$ cat src/design/fcgi_pkg.sv
package fcgi_pkg;

    typedef enum logic [1:0] {
        PH_HEADER  = 2'd0,
        PH_CONTENT = 2'd1,
        PH_PADDING = 2'd2
    } phase_t;

    localparam logic [1:0] CLS_HEADER  = 2'd0;
    localparam logic [1:0] CLS_CONTENT = 2'd1;
    localparam logic [1:0] CLS_PADDING = 2'd2;

    localparam logic [2:0] HDR_VERSION  = 3'd0;
    localparam logic [2:0] HDR_TYPE     = 3'd1;
    localparam logic [2:0] HDR_ID_HI    = 3'd2;
    localparam logic [2:0] HDR_ID_LO    = 3'd3;
    localparam logic [2:0] HDR_CLEN_HI  = 3'd4;
    localparam logic [2:0] HDR_CLEN_LO  = 3'd5;
    localparam logic [2:0] HDR_PADLEN   = 3'd6;
    localparam logic [2:0] HDR_RESERVED = 3'd7;

    typedef struct packed {
        logic [1:0]  byte_class;
        logic [7:0]  data_byte;
        logic [7:0]  record_version;
        logic [7:0]  record_type;
        logic [15:0] record_id;
        logic [15:0] content_length;
        logic [7:0]  padding_length;
        logic        record_end;
    } result_t;

endpackage

$ cat src/design/fastcgi_record_deframer.sv
// FastCGI record deframer: takes one received byte per request on the input
// channel and gives one classified result per byte on the output channel. The
// eight header bytes are captured into version, type, record id, content
// length and padding length; content bytes and then padding bytes follow, and
// record_end marks the byte that completes each record, including the last
// header byte of a record that has neither content nor padding. The parse logic
// sits between the state registers and a single output register, so a byte can
// be accepted every cycle as long as the output side keeps taking results, and a
// valid result appears in the cycle after the byte is accepted.
module fastcgi_record_deframer (
    input  logic        clk,
    input  logic        rst_n,
    input  logic        in_valid,
    output logic        in_ready,
    input  logic [7:0]  rx_byte,
    output logic        out_valid,
    input  logic        out_ready,
    output logic [1:0]  byte_class,
    output logic [7:0]  data_byte,
    output logic [7:0]  record_version,
    output logic [7:0]  record_type,
    output logic [15:0] record_id,
    output logic [15:0] content_length,
    output logic [7:0]  padding_length,
    output logic        record_end
);

    logic              accept;
    logic              can_load;
    fcgi_pkg::result_t result;
    fcgi_pkg::result_t held;

    assign in_ready = can_load;
    assign accept   = in_valid && can_load;

    fcgi_parse u_parse (
        .clk     (clk),
        .rst_n   (rst_n),
        .advance (accept),
        .rx_byte (rx_byte),
        .result  (result)
    );

    fcgi_out_stage u_out (
        .clk       (clk),
        .rst_n     (rst_n),
        .load      (accept),
        .result    (result),
        .out_ready (out_ready),
        .out_valid (out_valid),
        .can_load  (can_load),
        .held      (held)
    );

    assign byte_class     = held.byte_class;
    assign data_byte      = held.data_byte;
    assign record_version = held.record_version;
    assign record_type    = held.record_type;
    assign record_id      = held.record_id;
    assign content_length = held.content_length;
    assign padding_length = held.padding_length;
    assign record_end     = held.record_end;

endmodule

$ cat src/design/fcgi_parse.sv
module fcgi_parse (
    input  logic                 clk,
    input  logic                 rst_n,
    input  logic                 advance,
    input  logic [7:0]           rx_byte,
    output fcgi_pkg::result_t    result
);

    fcgi_pkg::phase_t phase_reg, phase_next;
    logic [2:0]  hdr_idx_reg, hdr_idx_next;
    logic [7:0]  version_reg, version_next;
    logic [7:0]  type_reg, type_next;
    logic [15:0] record_id_reg, record_id_next;
    logic [15:0] content_length_reg, content_length_next;
    logic [7:0]  padding_length_reg, padding_length_next;
    logic [15:0] content_rem_reg, content_rem_next;
    logic [7:0]  padding_rem_reg, padding_rem_next;
    logic [1:0]  byte_class;
    logic        record_end;

    always_ff @(posedge clk or negedge rst_n)
    begin
        if (!rst_n)
        begin
            phase_reg          <= fcgi_pkg::PH_HEADER;
            hdr_idx_reg        <= 3'd0;
            version_reg        <= 8'd0;
            type_reg           <= 8'd0;
            record_id_reg      <= 16'd0;
            content_length_reg <= 16'd0;
            padding_length_reg <= 8'd0;
            content_rem_reg    <= 16'd0;
            padding_rem_reg    <= 8'd0;
        end
        else if (advance)
        begin
            phase_reg          <= phase_next;
            hdr_idx_reg        <= hdr_idx_next;
            version_reg        <= version_next;
            type_reg           <= type_next;
            record_id_reg      <= record_id_next;
            content_length_reg <= content_length_next;
            padding_length_reg <= padding_length_next;
            content_rem_reg    <= content_rem_next;
            padding_rem_reg    <= padding_rem_next;
        end
    end

    always_comb
    begin
        phase_next          = phase_reg;
        hdr_idx_next        = hdr_idx_reg;
        version_next        = version_reg;
        type_next           = type_reg;
        record_id_next      = record_id_reg;
        content_length_next = content_length_reg;
        padding_length_next = padding_length_reg;
        content_rem_next    = content_rem_reg;
        padding_rem_next    = padding_rem_reg;
        byte_class          = fcgi_pkg::CLS_HEADER;
        record_end          = 1'b0;

        case (phase_reg)
            fcgi_pkg::PH_CONTENT:
            begin
                byte_class = fcgi_pkg::CLS_CONTENT;
                if (content_rem_reg <= 16'd1)
                begin
                    content_rem_next = 16'd0;
                    if (padding_rem_reg != 8'd0)
                    begin
                        phase_next = fcgi_pkg::PH_PADDING;
                    end
                    else
                    begin
                        phase_next = fcgi_pkg::PH_HEADER;
                        record_end = 1'b1;
                    end
                end
                else
                begin
                    content_rem_next = content_rem_reg - 16'd1;
                end
            end
            fcgi_pkg::PH_PADDING:
            begin
                byte_class = fcgi_pkg::CLS_PADDING;
                if (padding_rem_reg <= 8'd1)
                begin
                    padding_rem_next = 8'd0;
                    phase_next       = fcgi_pkg::PH_HEADER;
                    record_end       = 1'b1;
                end
                else
                begin
                    padding_rem_next = padding_rem_reg - 8'd1;
                end
            end
            default:
            begin
                // The unused phase code behaves as the header phase.
                phase_next = fcgi_pkg::PH_HEADER;
                case (hdr_idx_reg)
                    fcgi_pkg::HDR_VERSION: version_next = rx_byte;
                    fcgi_pkg::HDR_TYPE:    type_next = rx_byte;
                    fcgi_pkg::HDR_ID_HI:   record_id_next[15:8] = rx_byte;
                    fcgi_pkg::HDR_ID_LO:   record_id_next[7:0] = rx_byte;
                    fcgi_pkg::HDR_CLEN_HI: content_length_next[15:8] = rx_byte;
                    fcgi_pkg::HDR_CLEN_LO: content_length_next[7:0] = rx_byte;
                    fcgi_pkg::HDR_PADLEN:  padding_length_next = rx_byte;
                    default:               ;
                endcase
                if (hdr_idx_reg == fcgi_pkg::HDR_RESERVED)
                begin
                    hdr_idx_next     = 3'd0;
                    content_rem_next = content_length_reg;
                    padding_rem_next = padding_length_reg;
                    if (content_length_reg != 16'd0)
                    begin
                        phase_next = fcgi_pkg::PH_CONTENT;
                    end
                    else if (padding_length_reg != 8'd0)
                    begin
                        phase_next = fcgi_pkg::PH_PADDING;
                    end
                    else
                    begin
                        record_end = 1'b1;
                    end
                end
                else
                begin
                    hdr_idx_next = hdr_idx_reg + 3'd1;
                end
            end
        endcase

        result.byte_class     = byte_class;
        result.data_byte      = rx_byte;
        result.record_version = version_next;
        result.record_type    = type_next;
        result.record_id      = record_id_next;
        result.content_length = content_length_next;
        result.padding_length = padding_length_next;
        result.record_end     = record_end;
    end

endmodule

$ cat src/design/fcgi_out_stage.sv
module fcgi_out_stage (
    input  logic                 clk,
    input  logic                 rst_n,
    input  logic                 load,
    input  fcgi_pkg::result_t    result,
    input  logic                 out_ready,
    output logic                 out_valid,
    output logic                 can_load,
    output fcgi_pkg::result_t    held
);

    logic              valid_reg, valid_next;
    fcgi_pkg::result_t held_reg;

    // A new result may enter whenever the slot is empty or is emptied this cycle.
    assign can_load  = !valid_reg || out_ready;
    assign out_valid = valid_reg;
    assign held      = held_reg;

    always_comb
    begin
        valid_next = valid_reg;
        if (load)
        begin
            valid_next = 1'b1;
        end
        else if (out_ready)
        begin
            valid_next = 1'b0;
        end
    end

    always_ff @(posedge clk or negedge rst_n)
    begin
        if (!rst_n)
        begin
            valid_reg <= 1'b0;
        end
        else
        begin
            valid_reg <= valid_next;
        end
    end

    always_ff @(posedge clk)
    begin
        if (load)
        begin
            held_reg <= result;
        end
    end

endmodule
$ cat config.mk
export PLATFORM = sky130hd
export DESIGN_NAME = fastcgi_record_deframer
export DESIGN_NICKNAME = d
export VERILOG_FILES = /design/src/design/fcgi_pkg.sv /design/src/design/fastcgi_record_deframer.sv /design/src/design/fcgi_parse.sv /design/src/design/fcgi_out_stage.sv
export SDC_FILE = /design/constraint.sdc
export NUM_CORES = 1
export LEC_CHECK = 0
export ABC_AREA = 1
export BUFFER_PORTS_ARGS = -buffer_cell sky130_fd_sc_hd__buf_2
export CAP_MARGIN = 20
export CELL_PAD_IN_SITES_DETAIL_PLACEMENT = 1
export CELL_PAD_IN_SITES_GLOBAL_PLACEMENT = 2
export CORE_UTILIZATION = 34
export CTS_BUF_LIST = sky130_fd_sc_hd__clkbuf_4
export DETAILED_ROUTE_END_ITERATION = 7
export PLACE_DENSITY = 0.87
export SETUP_SLACK_MARGIN = 0.5
export SYNTH_ARGS = -nofsm -noshare
export SYNTH_HDL_FRONTEND = slang
export SYNTH_SLANG_ARGS = --single-unit
$ cat constraint.sdc
create_clock -name clk -period 2 [get_ports clk]
set_input_delay 0.2 -clock clk [delete_from_list [all_inputs] [get_ports clk]]
set_output_delay 0.2 -clock clk [all_outputs]
set_load 0.01 [all_outputs]
==> summary.md <==
| Metric | Value |
|---|---|
| Post-synth EDFFs | `67` |
| Int Power | `8090 uW` |
| Setup ws final | `357 ps` |
| Initial DRT Pass Iterations | `4` |
| Worst-margin pin slew | `695 ps` |
| DR vias/cell | `5.00` |
| Latest clock arrival within the worst-skew pair | `570 ps` |
| Placer Congestion | `0.780` |
| Post-Synth Simple-Gate Area | `21.5%` |
| Clk pwr share | `13.0%` |
| TritonCTS buffer count | `17` |
| CP Data Required Time | `2310 ps` |
| Mux cell area share after synthesis | `0.145%` |
| Die W | `145 um` |
| GRT Overall Usage | `20.9%` |
| Die area | `20900 sq um` |
| Syn Area/Cell | `9.24 sq um` |
| TritonCTS clock tree | `done` |
| Fin util | `48.6%` |
| Core Area | `19700 sq um` |
| RSZ-0062 raised after global routing | `true` |
| Net Sw Frac | `43.1%` |
| Slew Viols, Final | `0` |
| Ports | `81` |
| Max reg flops | `67` |
| Yosys warning total | `0` |
| DRT Wirelength | `22.1 mm` |
| H-Tree Level Count | `4` |
| Synth Area in Adders | `2.17%` |
| Initial antenna violation count | `1` |
| Largest family of logic cells by synthesized area | `simple AND/OR/NAND/NOR gates` |
| Final Cycle Share | `82.2%` |
| Status | `complete, no violations` |
| Distinct cells, synth | `33` |
| Compound-Gate Fraction of Synth Area | `9.92%` |
| Pwr/cell area | `1490 nW/um^2` |
| Sequential share of the synthesized area | `60.1%` |
| Clock root buffer master | `clkbuf_4` |
| Synth area leaders | `dfrtp_1, edfxtp_1, nand2_1` |
| Post-synthesis xor/xnor area fraction | `1.26%` |
| Final setup viols | `0` |
| Critical path startpoint category | `register` |
| Reg power frac | `39.7%` |
| Vias in the first global route | `5891` |
| Initial core utilization | `35.1%` |
| Syn Nets | `774` |
| CP Class | `reg2reg` |
| Nets | `921` |
| Post-route ant nets | `0` |
| Post-synthesis cell area | `6930 sq um` |
| P&R area growth vs syn | `38.2%` |
| Arrival time worst endpoint | `1950 ps` |
| Setup_tns | `0 ps` |
| Largest net degree at the start of global routing | `72` |
| Vias after detailed routing | `5882` |
| Hold WC Path Type | `in2reg` |
| Slew headroom | `53.6%` |
| CP max FO | `8` |
| Post-synth top area share | `31.1%` |
| Final Critical Period | `1640 ps` |
| Max Freq | `609 MHz` |
| Fin. Hold Viols | `0` |
| Global-route wire length before repair | `32.5 mm` |
| Yosys top cell by area | `dfrtp_1` |
| DRC Markers | `0` |
| Clock Sinks | `153` |
| Gr ovfl total | `0` |
| Post-DP HPWL | `12.7 mm` |
| # rows | `51` |
| Sw power | `6130 uW` |
| Mapped Cells | `750` |
| WHS | `47.3 ps` |
| CTS max path bufs | `2` |
| Number of DRC markers in iteration 0 | `307` |
| Synthesized flop and latch total | `153` |
| Clock Skew | `18.9 ps` |
| Port Buf Inserts | `80` |
| CTS clk-pin slew, worst paths | `140 ps` |
| Setup WS pre-CTS | `145 ps` |
| Count leader, synth | `nand2_1` |
| Peak VDD IR | `0.531 mV` |
| Worst setup EP type | `register` |
| Logic gate share of total power | `47.3%` |
| Max-cap violations | `0` |
| P_leak | `0.00413 uW` |
| Top_reg_cell synth | `dfrtp_1` |
| Hold Path Depth | `4` |
| FFs w/ async S/R, synth | `56.2%` |
| Final-layout fill cell count | `2189` |
| FF-to-FF path depth | `7` |
| WL/cell | `18.8 um` |
| Commonest cells in the netlist | `nand2_1, dfrtp_1, edfxtp_1` |
| Die Ht | `145 um` |
| Layout cells sized above 1 | `40.8%` |
per-layer routing:
layer,track usage [%],routed length [um],vias up
met5,0,0,-
li1,-,-,2762
met4,7.59,399,0
met2,35.3,11600,90
met3,3.19,497,33
met1,27.2,9640,2997
cell families (layout without fill, tap and decap cells):
| family | after synthesis | in the layout |
|---|---|---|
| compound gates | 127 | 127 |
| flops | 153 | 153 |
| other cells | 0 | 2 |
| fa+ha+maj | 12 | 12 |
| simple gates | 370 | 373 |
| mux | 1 | 1 |
| buf+inv | 77 | 234 |
| xor+xnor | 10 | 10 |
worst paths after layout:
path	from	endpoint	slack, ps
min in group asynchronous	rst_n	u_parse.record_id_reg[14]	160
worst max register to register	u_parse.phase_reg[0]	u_out.held[53]	360
worst min-delay path	in_valid	u_parse.type_reg[1]	50
max in group asynchronous	rst_n	u_parse.hdr_idx_reg[2]	1150
worst max-delay path	u_parse.phase_reg[0]	u_out.held[53]	360
worst min register to register	u_parse.record_id_reg[5]	u_parse.record_id_reg[5]	500
power groups by stage:
stage,clock network (uW),registers (uW),logic (uW)
after floorplan,0,5440,2640
after global placement,0,5440,3920
after detailed placement,0,5460,4040
after CTS,1880,5430,5460
after global routing,1990,5790,7320
final,1850,5640,6720
worst max-delay path, stage by stage (launching register included):
cell and delay, ps:
dfrtp_1 430, inv_2 80, ha_4 310, buf_8 130
nand3_4 110, buf_12 180, nand2_4 70, o21ai_4 70
cell usage in the layout (no fill, tap or decap), types with 3 or more instances in the layout:
cell and count:
a21oi_4 3, o21ai_0 10, dfrtp_1 80, nor2_1 40, o21ai_2 45, ha_4 10
clkinv_4 6, nor2_4 13, nand2_4 20, buf_12 9, a21oi_2 17, xor2_1 10
o21ai_4 9, inv_4 3, nand3_4 10, edfxtp_1 67, inv_2 9, buf_2 79
nand3_1 11, buf_8 5, clkbuf_4 19, inv_1 35, nand2_1 218, buf_4 33
nand4_1 4, nand3b_1 6, dfrtp_2 6, nand2_2 35, a21oi_1 19, clkinvlp_4 4
o21ai_1 17, buf_6 11, nor2_2 8, dlygate4sd3_1 10, inv_6 4
through the flow:
step | std cells | total power [uW] | instance area [sq um]
after CTS | 1165 | 12800 | 8860
after floorplan | 750 | 8080 | 6990
final | 1177 | 14200 | 9570
after global placement | 1090 | 9360 | 7740
after global routing | 1177 | 15100 | 9570
after detailed placement | 1090 | 9500 | 7740
final cells by class:
class	count	area, sq um	share of cell area (%)
Antenna cell	2	5.00	0.0523
Multi-Input combinational cell	523	3400	35.5
Sequential cell	153	4170	43.6
Timing Repair inverter	2	16.3	0.170
Clock buffer	19	143	1.49
Tap cell	265	332	3.46
Timing Repair Buffer	148	1150	12.0
Clock inverter	13	121	1.27
Inverter	52	235	2.46
timing repair:
| item | CTS | global route |
|---|---|---|
| setup endpoints to repair | 188 | 181 |
| hold buffers | 10 | 0 |
| buffers inserted | 26 | 7 |
| pin swaps | 13 | 49 |
| endpoints found under the hold margin | 45 | 0 |
| gates resized for setup | 172 | 174 |
| cloned | 7 | 3 |
(Power assumes the default switching activity.)
